<file path="src/sv/ira_pkg.sv">
// ----------------------------------------------------------------------------
// Integer to radix ASCII package
// Shared types, constants and the digit-to-character function for the
// integer to radix ASCII converter.
// ----------------------------------------------------------------------------
`default_nettype none

package ira_pkg;

	localparam int DIGIT_BITS    = 6;
	localparam int CHAR_BITS     = 7;
	localparam int BITS_PER_STEP = 8;

	localparam logic [DIGIT_BITS-1:0] BASE_MIN = 6'd2;
	localparam logic [DIGIT_BITS-1:0] BASE_MAX = 6'd36;
	localparam logic [DIGIT_BITS-1:0] BASE_DEC = 6'd10;
	localparam logic [DIGIT_BITS-1:0] BASE_HEX = 6'd16;
	localparam logic [DIGIT_BITS-1:0] DEC_DIGITS = 6'd10;

	localparam logic [CHAR_BITS-1:0] CHAR_ZERO  = 7'h30;
	localparam logic [CHAR_BITS-1:0] CHAR_UPPER = 7'h41;
	localparam logic [CHAR_BITS-1:0] CHAR_LOWER = 7'h61;
	localparam logic [CHAR_BITS-1:0] CHAR_MINUS = 7'h2D;
	localparam logic [CHAR_BITS-1:0] CHAR_NONE  = 7'h00;

	typedef enum logic {
		OP_RADIX = 1'b0,
		OP_HEX   = 1'b1
	} op_t;

	typedef enum logic [2:0] {
		ST_IDLE,
		ST_ERR,
		ST_DIV,
		ST_NEXT,
		ST_SIGN,
		ST_RD,
		ST_EMIT
	} state_t;

	typedef struct packed {
		logic load;
		logic div_step;
		logic push;
		logic rd;
		logic emit_sign;
		logic emit_digit;
		logic emit_err;
	} cmd_t;

	typedef struct packed {
		logic base_bad;
		logic div_done;
		logic q_zero;
		logic cnt_zero;
		logic out_free;
	} status_t;

	function automatic logic [CHAR_BITS-1:0] digit_char(
		input logic [DIGIT_BITS-1:0] d,
		input logic                  lower
	);
		logic [CHAR_BITS-1:0] dx;
		dx = CHAR_BITS'(d);
		if (d < DEC_DIGITS) begin
			return CHAR_ZERO + dx;
		end else if (lower) begin
			return CHAR_LOWER + dx - CHAR_BITS'(DEC_DIGITS);
		end else begin
			return CHAR_UPPER + dx - CHAR_BITS'(DEC_DIGITS);
		end
	endfunction

endpackage

`default_nettype wire

</file>
<file path="src/sv/ira_ram.sv">
// ----------------------------------------------------------------------------
// Generic single-port-write RAM
// One write port and one read port with registered read data.
// ----------------------------------------------------------------------------
`default_nettype none

module ira_ram #(
	parameter int WIDTH = 6,
	parameter int DEPTH = 64
) (
	input  wire logic                     clk,
	input  wire logic                     we,
	input  wire logic [$clog2(DEPTH)-1:0] waddr,
	input  wire logic [WIDTH-1:0]         wdata,
	input  wire logic                     re,
	input  wire logic [$clog2(DEPTH)-1:0] raddr,
	output logic      [WIDTH-1:0]         rdata
);

	logic [WIDTH-1:0] mem_q [DEPTH];

	always_ff @(posedge clk) begin
		if (we) begin
			mem_q[waddr] <= wdata;
		end
		if (re) begin
			rdata <= mem_q[raddr];
		end
	end

endmodule

`default_nettype wire

</file>
<file path="src/sv/ira_ctrl.sv">
// ----------------------------------------------------------------------------
// Integer to radix ASCII controller
// Sequences load, digit division, digit push, stack read and character emission.
// ----------------------------------------------------------------------------
`default_nettype none

module ira_ctrl (
	input  wire logic             clk,
	input  wire logic             arst_n,
	input  wire logic             in_valid,
	output logic                  in_ready,
	input  wire logic             neg,
	input  wire ira_pkg::status_t sts,
	output ira_pkg::cmd_t         cmd
);

	import ira_pkg::*;

	state_t st_q;
	state_t st_d;

	always_ff @(posedge clk or negedge arst_n) begin
		if (!arst_n) begin
			st_q <= ST_IDLE;
		end else begin
			st_q <= st_d;
		end
	end

	always_comb begin
		st_d = st_q;
		case (st_q)
			ST_IDLE: begin
				if (in_valid) begin
					st_d = sts.base_bad ? ST_ERR : ST_DIV;
				end
			end
			ST_ERR: begin
				if (sts.out_free) begin
					st_d = ST_IDLE;
				end
			end
			ST_DIV: begin
				if (sts.div_done) begin
					st_d = ST_NEXT;
				end
			end
			ST_NEXT: begin
				if (!sts.q_zero) begin
					st_d = ST_DIV;
				end else if (neg) begin
					st_d = ST_SIGN;
				end else begin
					st_d = ST_RD;
				end
			end
			ST_SIGN: begin
				if (sts.out_free) begin
					st_d = ST_RD;
				end
			end
			ST_RD: begin
				st_d = ST_EMIT;
			end
			ST_EMIT: begin
				if (sts.out_free) begin
					st_d = sts.cnt_zero ? ST_IDLE : ST_RD;
				end
			end
			default: begin
				st_d = ST_IDLE;
			end
		endcase
	end

	always_comb begin
		cmd      = '0;
		in_ready = 1'b0;
		case (st_q)
			ST_IDLE: begin
				in_ready = 1'b1;
				cmd.load = in_valid;
			end
			ST_ERR:  cmd.emit_err   = sts.out_free;
			ST_DIV:  cmd.div_step   = 1'b1;
			ST_NEXT: cmd.push       = 1'b1;
			ST_SIGN: cmd.emit_sign  = sts.out_free;
			ST_RD:   cmd.rd         = 1'b1;
			ST_EMIT: cmd.emit_digit = sts.out_free;
			default: cmd = '0;
		endcase
	end

endmodule

`default_nettype wire

</file>
<file path="src/sv/ira_dp.sv">
// ----------------------------------------------------------------------------
// Integer to radix ASCII datapath
// Holds the running quotient, the shared radix divider, the digit stack and
// the output register.
// ----------------------------------------------------------------------------
`default_nettype none

module ira_dp #(
	parameter int VALUE_BITS = 64
) (
	input  wire logic                  clk,
	input  wire logic                  arst_n,
	input  wire logic                  op,
	input  wire logic [VALUE_BITS-1:0] value,
	input  wire logic [5:0]            base,
	input  wire ira_pkg::cmd_t         cmd,
	output ira_pkg::status_t           sts,
	output logic                       neg,
	output logic                       out_valid,
	input  wire logic                  out_ready,
	output logic [6:0]                 ch,
	output logic                       last,
	output logic                       error
);

	import ira_pkg::*;

	localparam int STEPS = (VALUE_BITS + BITS_PER_STEP - 1) / BITS_PER_STEP;
	localparam int QW    = STEPS * BITS_PER_STEP;
	localparam int SW    = (STEPS > 1) ? $clog2(STEPS) : 1;
	localparam int CW    = $clog2(VALUE_BITS + 1);
	localparam int AW    = $clog2(VALUE_BITS);

	logic [DIGIT_BITS-1:0] radix_q;
	logic                  lower_q;
	logic                  neg_q;
	logic [QW-1:0]         w_q;
	logic [DIGIT_BITS-1:0] rem_q;
	logic [SW-1:0]         step_q;
	logic [CW-1:0]         cnt_q;
	logic                  out_valid_q;
	logic [CHAR_BITS-1:0]  ch_q;
	logic                  last_q;
	logic                  err_q;

	logic                  is_hex;
	logic                  neg_in;
	logic [VALUE_BITS-1:0] mag_in;
	logic [QW-1:0]         w_next;
	logic [DIGIT_BITS-1:0] rem_next;
	logic [CW-1:0]         cnt_dec;
	logic [DIGIT_BITS-1:0] rd_digit;

	assign is_hex = (op == OP_HEX);
	assign neg_in = !is_hex && (base == BASE_DEC) && value[VALUE_BITS-1];
	assign mag_in = neg_in ? (~value + VALUE_BITS'(1)) : value;
	assign cnt_dec = cnt_q - CW'(1);

	always_comb begin
		logic [DIGIT_BITS:0] t;
		logic                ge;
		w_next   = w_q;
		rem_next = rem_q;
		for (int i = 0; i < BITS_PER_STEP; i++) begin
			t  = {rem_next, w_next[QW-1]};
			ge = (t >= {1'b0, radix_q});
			if (ge) begin
				t = t - {1'b0, radix_q};
			end
			rem_next = t[DIGIT_BITS-1:0];
			w_next   = {w_next[QW-2:0], ge};
		end
	end

	always_ff @(posedge clk) begin
		if (cmd.load) begin
			radix_q <= is_hex ? BASE_HEX : base;
			lower_q <= is_hex;
			neg_q   <= neg_in;
			w_q     <= QW'(mag_in);
			rem_q   <= '0;
			step_q  <= '0;
		end else if (cmd.div_step) begin
			w_q    <= w_next;
			rem_q  <= rem_next;
			step_q <= step_q + SW'(1);
		end else if (cmd.push) begin
			rem_q  <= '0;
			step_q <= '0;
		end
	end

	always_ff @(posedge clk or negedge arst_n) begin
		if (!arst_n) begin
			cnt_q <= '0;
		end else if (cmd.load) begin
			cnt_q <= '0;
		end else if (cmd.push) begin
			cnt_q <= cnt_q + CW'(1);
		end else if (cmd.rd) begin
			cnt_q <= cnt_dec;
		end
	end

	ira_ram #(
		.WIDTH(DIGIT_BITS),
		.DEPTH(VALUE_BITS)
	) u_stack (
		.clk  (clk),
		.we   (cmd.push),
		.waddr(cnt_q[AW-1:0]),
		.wdata(rem_q),
		.re   (cmd.rd),
		.raddr(cnt_dec[AW-1:0]),
		.rdata(rd_digit)
	);

	always_ff @(posedge clk or negedge arst_n) begin
		if (!arst_n) begin
			out_valid_q <= 1'b0;
		end else if (cmd.emit_sign || cmd.emit_digit || cmd.emit_err) begin
			out_valid_q <= 1'b1;
		end else if (out_ready) begin
			out_valid_q <= 1'b0;
		end
	end

	always_ff @(posedge clk) begin
		if (cmd.emit_sign) begin
			ch_q   <= CHAR_MINUS;
			last_q <= 1'b0;
			err_q  <= 1'b0;
		end else if (cmd.emit_digit) begin
			ch_q   <= digit_char(rd_digit, lower_q);
			last_q <= (cnt_q == '0);
			err_q  <= 1'b0;
		end else if (cmd.emit_err) begin
			ch_q   <= CHAR_NONE;
			last_q <= 1'b1;
			err_q  <= 1'b1;
		end
	end

	assign sts.base_bad = !is_hex && ((base < BASE_MIN) || (base > BASE_MAX));
	assign sts.div_done = (step_q == SW'(STEPS - 1));
	assign sts.q_zero   = (w_q == '0);
	assign sts.cnt_zero = (cnt_q == '0);
	assign sts.out_free = !out_valid_q || out_ready;

	assign neg       = neg_q;
	assign out_valid = out_valid_q;
	assign ch        = ch_q;
	assign last      = last_q;
	assign error     = err_q;

	a_rem_below_radix: assert property (@(posedge clk) disable iff (!arst_n)
		cmd.push |-> (rem_q < radix_q))
		else $error("digit remainder not below radix");

	a_stack_no_overflow: assert property (@(posedge clk) disable iff (!arst_n)
		cmd.push |-> (cnt_q < CW'(VALUE_BITS)))
		else $error("digit stack overflow");

	a_stack_no_underflow: assert property (@(posedge clk) disable iff (!arst_n)
		cmd.rd |-> (cnt_q != '0))
		else $error("digit stack read while empty");

	a_emit_when_free: assert property (@(posedge clk) disable iff (!arst_n)
		(cmd.emit_sign || cmd.emit_digit || cmd.emit_err) |-> sts.out_free)
		else $error("character overwrote a pending output");

endmodule

`default_nettype wire

</file>
<file path="src/sv/integer_to_radix_ascii.sv">
// Sequence: a load, then per digit the shared radix divider, which retires 8 quotient bits
// per cycle over STEPS = ceil(VALUE_BITS / 8) divider steps, and a digit push; then per
// character a stack read and an output load, plus a minus sign where needed.
// One request is converted at a time; the next is taken while the final character waits.
// Reset (arst_n low, asynchronous) clears control state; the digit stack is not cleared.
// ----------------------------------------------------------------------------
// Integer to radix ASCII converter
// Converts a value to ASCII digits in base 2 to 36 or lowercase hex, one character per
// response, most significant first; a negative decimal value gets a minus, a bad base an error.
// ----------------------------------------------------------------------------
`default_nettype none

module integer_to_radix_ascii #(
	parameter int VALUE_BITS = 64
) (
	input  wire logic                  clk,
	input  wire logic                  arst_n,
	input  wire logic                  in_valid,
	output logic                       in_ready,
	input  wire logic                  op,
	input  wire logic [VALUE_BITS-1:0] value,
	input  wire logic [5:0]            base,
	output logic                       out_valid,
	input  wire logic                  out_ready,
	output logic [6:0]                 ch,
	output logic                       last,
	output logic                       error
);

	import ira_pkg::*;

	cmd_t    cmd;
	status_t sts;
	logic    neg;

	ira_ctrl u_ctrl (
		.clk     (clk),
		.arst_n  (arst_n),
		.in_valid(in_valid),
		.in_ready(in_ready),
		.neg     (neg),
		.sts     (sts),
		.cmd     (cmd)
	);

	ira_dp #(
		.VALUE_BITS(VALUE_BITS)
	) u_dp (
		.clk      (clk),
		.arst_n   (arst_n),
		.op       (op),
		.value    (value),
		.base     (base),
		.cmd      (cmd),
		.sts      (sts),
		.neg      (neg),
		.out_valid(out_valid),
		.out_ready(out_ready),
		.ch       (ch),
		.last     (last),
		.error    (error)
	);

endmodule

`default_nettype wire

</file>
<file path="config.mk">
export PLATFORM = sky130hd
export DESIGN_NAME = integer_to_radix_ascii
export DESIGN_NICKNAME = d
export VERILOG_FILES = /design/src/sv/ira_pkg.sv /design/src/sv/ira_ram.sv /design/src/sv/ira_ctrl.sv /design/src/sv/ira_dp.sv /design/src/sv/integer_to_radix_ascii.sv
export SDC_FILE = /design/constraint.sdc
export NUM_CORES = 1
export LEC_CHECK = 0
export BUFFER_PORTS_ARGS = -buffer_cell sky130_fd_sc_hd__buf_4
export CORE_ASPECT_RATIO = 1.4
export CORE_MARGIN = 2
export CORE_UTILIZATION = 25
export DETAILED_ROUTE_END_ITERATION = 10
export HOLD_SLACK_MARGIN = 0.05
export PLACE_DENSITY_LB_ADDON = 0.2
export SLEW_MARGIN = 10
export SYNTH_ARGS = -nofsm -noshare
export SYNTH_HDL_FRONTEND = slang
export SYNTH_SLANG_ARGS = --single-unit
</file>
<file path="constraint.sdc">
create_clock -name clk -period 15.8 [get_ports clk]
set_input_delay 0.79 -clock clk [delete_from_list [all_inputs] [get_ports clk]]
set_output_delay 0.79 -clock clk [all_outputs]
set_load 0.01 [all_outputs]
</file>
==> metrics.md, run 1 <==
| Metric | Value |
|---|---|
| Status | `finished, final reports clean` |
| Dominant cell type by area after synthesis | `edfxtp_1` |
| Synth Instances | `1,782` |
| Syn_nets | `1,923` |
| Arrival time at the worst endpoint | `15,410 ps` |
| Dominant synthesized flop cell | `edfxtp_1` |
| DP Area | `26,320 um^2` |
| Vias/cell | `4.741` |
| Worst Setup SP | `u_dp.radix_q[4]` |
| Final hold viol count | `0` |
| Design Area, Final | `28,170 um^2` |
| # port buffers | `85` |
| GRT overflow | `0` |
| Met3 usage | `1.894%` |
| Final core utilization | `29.52%` |
| Routed WL | `66,340 um` |
| Grt peak-use layer | `met2` |
| Ports | `86` |
| Kind of critical path | `reg2reg` |
| GP Congestion | `0.8385` |
| Tcrit/Tclk final | `94.22%` |
| Yosys cell types | `82` |
| Post-synthesis async set-or-reset flop share | `2.240%` |
| Core outline area | `95,400 um^2` |
| Synth area leaders | `edfxtp_1 (58%), mux4_2 (9.0%), ha_1 (3.0%), nor2_1 (2.4%), o21ai_0 (2.2%)` |
| Post-synth EDFFs | `462` |
| Yosys top cell area share | `57.61%` |
| CTS tree | `done` |
| Ant. Diodes | `0` |
| First-pass GRT wire length | `100,500 um` |
| Worst path top cell family by delay | `compound AO/OA/AOI/OAI gates` |
| Share of layout cells above drive strength 1 | `19.43%` |
| Tot GR Track Use | `13.43%` |
| Min-delay worst type | `in2reg` |
| Crit-path slowest cell | `or4_1` |
| Cts bufs inserted | `51` |
| Die outline width | `266.3 um` |
| # DRC | `0` |
| Root Buffer | `clkbuf_16` |
| Synthesized cell area | `24,080 um^2` |
| Clock skew | `23.06 ps` |
| Sequential fraction of the synthesis area | `60.25%` |
| Most common cell in the synthesized netlist | `edfxtp_1` |
| Max Freq | `67.18 MHz` |
| Dpl cells | `3,053` |
| DR iter-0 viols | `909` |
| Crit path buffers/inverters | `9` |
| Hold path start | `op` |
| Clk sinks | `491` |
| Required @ worst endpoint | `16,320 ps` |
| CP most frequent cell | `ha_1` |
| Worst-Skew Late Latency | `610 ps` |
| ANT nets after route | `0` |
| Critical Path Source Type | `register` |
| Slew Limit Fails | `0` |
| Starting density of the core | `25.24%` |
| Final hold slack | `451.6 ps` |
| Grt met2 use | `24.73%` |
| Fin nets | `2,033` |
| Crit path time final | `14,890 ps` |
| Slew @ Worst Pin | `942.0 ps` |
| Antenna violations before repair | `0` |
| Top post-synthesis cells by count | `edfxtp_1 (462), nor2_1 (152), nand2_1 (137)` |
| Worst R2R Start | `u_dp.radix_q[4]` |
| Die area | `98,860 um^2` |
| Element type at the critical path end | `register` |
| Clock transition at the registers of the reported paths | `60 ps` |
| Worst relative slew slack | `36.97%` |
| Crit Path Max Fanout | `10` |
| Pre-antenna DRT Iters | `6` |
| Post-route insts no fill | `3,154` |
| Syn avg cell area | `13.51 um^2` |
| Clock buffer depth | `3` |
| Htree depth | `2` |
| GRT met1 Usage | `16.06%` |
| #FFs+latches synth | `491` |
| Crit-path max cell delay | `470 ps` |
| Syn. warnings | `0` |
| Routed WL per cell | `21.03 um` |
| Final setup fails | `0` |
| Post-DP HPWL | `45,930 um` |
| Vias in the first global route | `15,960` |
| DR vias | `14,950` |
| Die Y | `371.2 um` |
| Std cell rows | `134` |
| Area grow syn2layout | `16.96%` |
| Pin count of the biggest net entering global routing | `94` |
| Max_cap viols | `0` |
layer usage:
layer	wire, um	share of wire [%]	vias up
met5	0	0	-
met4	1976	3.0	0
met3	2162	3.3	103
met2	34930	53	324
met1	27260	41	7466
li1	-	-	7061
worst reg2reg max path, delay by kind of cell, from the launching register on:
| kind | cells | cell delay [ps] |
|---|---|---|
| AO/OA/AOI/OAI | 38 | 6830 |
| adder cells (fa/ha/maj) | 8 | 2090 |
| buffers and inverters | 9 | 960 |
| flip-flops | 1 | 360 |
| multiplexers | 4 | 1310 |
| AND/OR/NAND/NOR | 20 | 3250 |
worst paths after layout:
| path | slack [ps] | to | cells after the start |
|---|---|---|---|
| setup / recovery | 910 | u_dp.rem_q[0] | 79 |
| hold / removal | 450 | u_dp.lower_q | 1 |
| setup reg to reg | 910 | u_dp.rem_q[0] | 79 |
| hold reg to reg | 470 | u_dp.error | 2 |
| max in group asynchronous | 15000 | u_dp.cnt_q[0] | 2 |
| min in group asynchronous | 600 | u_dp.out_valid | 2 |
flip-flops by register name, summed over array words and instances, names as in the netlist, 3 cells and up:
register and count:
u_ctrl.st_q 3, u_dp.ch 7, u_dp.cnt_q 7, u_dp.radix_q 6, u_dp.rem_q 6, u_dp.step_q 3, u_dp.u_stack.mem_q 384, u_dp.u_stack.rdata 6
u_dp.w_q 64
kinds of logic after synthesis:
| group | after synthesis | synth area share (%) |
|---|---|---|
| DFF | 491 | 60.25 |
| buffers and inverters | 141 | 2.333 |
| adders and majority gates | 66 | 3.678 |
| and+or+nand+nor | 481 | 9.591 |
| muxes | 141 | 10.90 |
| xor gates and xnor gates | 97 | 3.528 |
| AOI/OAI and AO/OA | 365 | 9.721 |
metrics by stage:
stage	setup TNS, ps	setup slack (ps)
finish	0	913.7
global route	-361.5	-167.2
CTS	0	23.58
detailed placement	-970.1	-210.1
global placement	0	184.7
floorplan	0	60.06
placed cells by master, fill, tap and decap left out, types with 7 or more instances in the layout:
| master | n |
|---|---|
| fa_1 | 8 |
| o31ai_1 | 10 |
| or4_1 | 10 |
| buf_4 | 140 |
| xnor2_1 | 50 |
| nand3_1 | 17 |
| a21o_1 | 13 |
| nor2b_1 | 45 |
| a211oi_1 | 47 |
| inv_1 | 56 |
| a31oi_1 | 8 |
| clkbuf_16 | 51 |
| xor2_1 | 44 |
| a21oi_1 | 88 |
| mux4_2 | 96 |
| edfxtp_1 | 462 |
| nor2_1 | 152 |
| and2_1 | 8 |
| dfrtp_1 | 10 |
| a22oi_1 | 11 |
| nand2b_1 | 13 |
| clkbuf_1 | 15 |
| o21ai_0 | 98 |
| dfxtp_1 | 12 |
| o21ai_1 | 11 |
| nand2_1 | 136 |
| or3_1 | 12 |
| nand4_1 | 10 |
| mux2_2 | 7 |
| o211ai_1 | 7 |
| mux2i_1 | 32 |
| nor4_1 | 26 |
| clkinv_1 | 8 |
| ha_1 | 56 |
| nor3_1 | 13 |
layout make-up:
class / instances / area [um^2]
Fill cell: 9568 / 67230
Sequential cell: 491 / 14520
Multi-Input combinational cell: 1150 / 9204
Tap cell: 1224 / 1531
Clock buffer: 66 / 1333
Timing Repair Buffer: 141 / 1061
Clock inverter: 25 / 300.3
Inverter: 57 / 214.0
what timing repair did:
action,4_1_cts,5_1_grt
pin swaps,0,19
endpoints found under the setup margin,7,7
gates resized for setup,5,35
hold endpoints to repair,11,0
hold buffers,1,0
setup buffers,0,9
Power of run 1 is left out: the tool's default activity adds up to more than one toggle a clock period on the data nets, which glitch-free logic cannot reach.
==> inputs of run 2 (changes only) <==
--- a/config.mk
+++ b/config.mk
@@ -11,8 +11,8 @@
 export CORE_UTILIZATION = 25
 export DETAILED_ROUTE_END_ITERATION = 10
 export HOLD_SLACK_MARGIN = 0.05
-export PLACE_DENSITY_LB_ADDON = 0.2
-export SLEW_MARGIN = 10
+export PLACE_DENSITY = 0.49
+export SLEW_MARGIN = 40
 export SYNTH_ARGS = -nofsm -noshare
 export SYNTH_HDL_FRONTEND = slang
 export SYNTH_SLANG_ARGS = --single-unit
==> metrics.md, run 2 (synthesized netlist as in run 1, its figures left out) <==
| Metric | Value |
|---|---|
| R2R depth | `75 (was 79)` |
| Routed WL | `64,950 um (was 66,340 um)` |
| Element type at the critical path end | `register (unchanged)` |
| # DRC | `0 (unchanged)` |
| Clk sinks | `491 (unchanged)` |
| CTS tree | `done (unchanged)` |
| # port buffers | `85 (unchanged)` |
| Most frequent cells in the layout | `edfxtp_1 (462), nor2_1 (151), nand2_1 (136), buf_4 (135), o21ai_0 (100) (was edfxtp_1 (462), nor2_1 (152), buf_4 (140), nand2_1 (136), o21ai_0 (98))` |
| Hold path start | `op (unchanged)` |
| Tot GR Track Use | `13.16% (was 13.43%)` |
| Vias in the first global route | `15,930 (was 15,960)` |
| Max FFs per register | `384 (unchanged)` |
| Post-DP HPWL | `44,480 um (was 45,930 um)` |
| ANT nets after route | `0 (unchanged)` |
| Final setup fails | `0 (unchanged)` |
| Crit path time final | `14,810 ps (was 14,890 ps)` |
| Min-Delay Endpoint | `u_dp.lower_q (unchanged)` |
| DP Area | `26,300 um^2 (was 26,320 um^2)` |
| Worst relative slew slack | `45.11% (was 36.97%)` |
| FF-to-FF setup slack | `990 ps (was 910 ps)` |
| Die Y | `371.2 um (unchanged)` |
| Max Freq | `67.52 MHz (was 67.18 MHz)` |
| Fin nets | `2,032 (was 2,033)` |
| DR vias | `15,090 (was 14,950)` |
| Largest Register | `u_dp.u_stack.mem_q (unchanged)` |
| Max_cap viols | `0 (unchanged)` |
| Final hold viol count | `0 (unchanged)` |
| Slew Limit Fails | `0 (unchanged)` |
| Arrival time at the worst endpoint | `15,330 ps (was 15,410 ps)` |
| Vias/cell | `4.784 (was 4.741)` |
| Min-delay worst type | `in2reg (unchanged)` |
| Registers with the most flip-flops | `u_dp.u_stack.mem_q (384), u_dp.w_q (64) (unchanged)` |
| Area grow syn2layout | `17.40% (was 16.96%)` |
| Worst-Skew Late Latency | `610 ps (about the same)` |
| Clock skew | `29.74 ps (was 23.06 ps)` |
| Critical Path Source Type | `register (unchanged)` |
| Antenna violations before repair | `3 (was 0)` |
| Ports | `86 (unchanged)` |
| Crit-path max cell delay | `470 ps (about the same)` |
| Hold path depth | `1 (unchanged)` |
| Htree depth | `2 (unchanged)` |
| Worst R2R Start | `u_dp.radix_q[4] (unchanged)` |
| CP most frequent cell | `ha_1 (unchanged)` |
| GRT overflow | `0 (unchanged)` |
| Kind of critical path | `reg2reg (unchanged)` |
| Worst reg2reg endpoint | `u_dp.rem_q[0] (unchanged)` |
| Std cell rows | `134 (unchanged)` |
| Ant. Diodes | `0 (unchanged)` |
| Cts bufs inserted | `50 (was 51)` |
| Pin count of the biggest net entering global routing | `124 (was 94)` |
| Share of layout cells above drive strength 1 | `20.36% (was 19.43%)` |
| Design Area, Final | `28,270 um^2 (was 28,170 um^2)` |
| Commonest non-fill, non-tap cell in the layout | `edfxtp_1 (unchanged)` |
| Starting density of the core | `25.24% (unchanged)` |
| Final hold slack | `458.3 ps (was 451.6 ps)` |
| Core outline area | `95,400 um^2 (unchanged)` |
| Status | `finished, final reports clean (unchanged)` |
| GP Congestion | `0.8918 (was 0.8385)` |
| Required @ worst endpoint | `16,320 ps (about the same)` |
| Crit-path slowest cell | `or4_1 (unchanged)` |
| Clock transition at the registers of the reported paths | `60 ps (about the same)` |
| Die area | `98,860 um^2 (unchanged)` |
| Root Buffer | `clkbuf_16 (unchanged)` |
| Tcrit/Tclk final | `93.73% (was 94.22%)` |
| Die outline width | `266.3 um (unchanged)` |
| Routed WL per cell | `20.59 um (was 21.03 um)` |
| First-pass GRT wire length | `98,960 um (was 100,500 um)` |
| Pre-antenna DRT Iters | `5 (was 6)` |
| Clock buffer depth | `3 (unchanged)` |
| Slew @ Worst Pin | `811.9 ps (was 942.0 ps)` |
| Crit Path Max Fanout | `8 (was 10)` |
| DR iter-0 viols | `910 (was 909)` |
run 2: worst max path at each step:
stage | end | start | cells after the start
finish | u_dp.rem_q[0] | u_dp.radix_q[4] | 75
global route | u_dp.rem_q[0] | u_dp.radix_q[4] | 77
CTS | u_dp.rem_q[0] | u_dp.radix_q[4] | 78
detailed placement | u_dp.rem_q[0] | u_dp.radix_q[4] | 74
global placement | u_dp.rem_q[0] | u_dp.radix_q[4] | 75
floorplan | u_dp.rem_q[0] | u_dp.radix_q[1] | 82
run 2: layout make-up:
type,instances,area (um^2)
Clock buffer,58,1281
Clock inverter,33,374.1
Fill cell,9526,67130
Inverter,57,214.0
Multi-Input combinational cell,1150,9250
Sequential cell,491,14520
Tap cell,1224,1531
Timing Repair Buffer,141,1097
run 2: repair_timing:
action / in CTS / in global routing
pin swaps: 1 / 19
cloned: 0 / 0
setup buffers: 0 / 11
endpoints found under the hold margin: 11 / 0
hold buffers: 1 / 0
gates resized for setup: 6 / 43
endpoints found under the setup margin: 7 / 7
run 2: worst max-delay path, delay by kind of cell, from the launching register on:
| family | cells | cell delay (ps) |
|---|---|---|
| flops | 1 | 360 |
| mux | 4 | 1410 |
| simple gates | 18 | 2980 |
| compound gates | 39 | 7040 |
| buf+inv | 6 | 610 |
| fa+ha+maj | 8 | 2330 |
run 2: metal layers:
metal | vias to the layer above | global-route usage (%) | routed length [um] | part of all wire (%)
met2 | 378 | 23.54 | 33330 | 51
li1 | 7072 | - | - | -
met3 | 122 | 2.444 | 3235 | 5.0
met1 | 7510 | 15.55 | 25830 | 40
met5 | - | 0 | 49 | 0.075
met4 | 6 | 5.056 | 2509 | 3.9
run 2: per-stage QoR:
step           worst slack, ps  setup TNS, ps  util, %  std cells
2_1_floorplan            60.06              0        -       1782
6_report                 990.7              0    29.63       3154
4_1_cts                  1.481              0    29.35       3141
5_1_grt                 -42.89         -51.46    29.63       3154
3_5_place_dp            -234.3          -1126    27.57       3049
3_3_place_gp             83.33              0    27.56       3049
Power of run 2 is left out for the same reason.
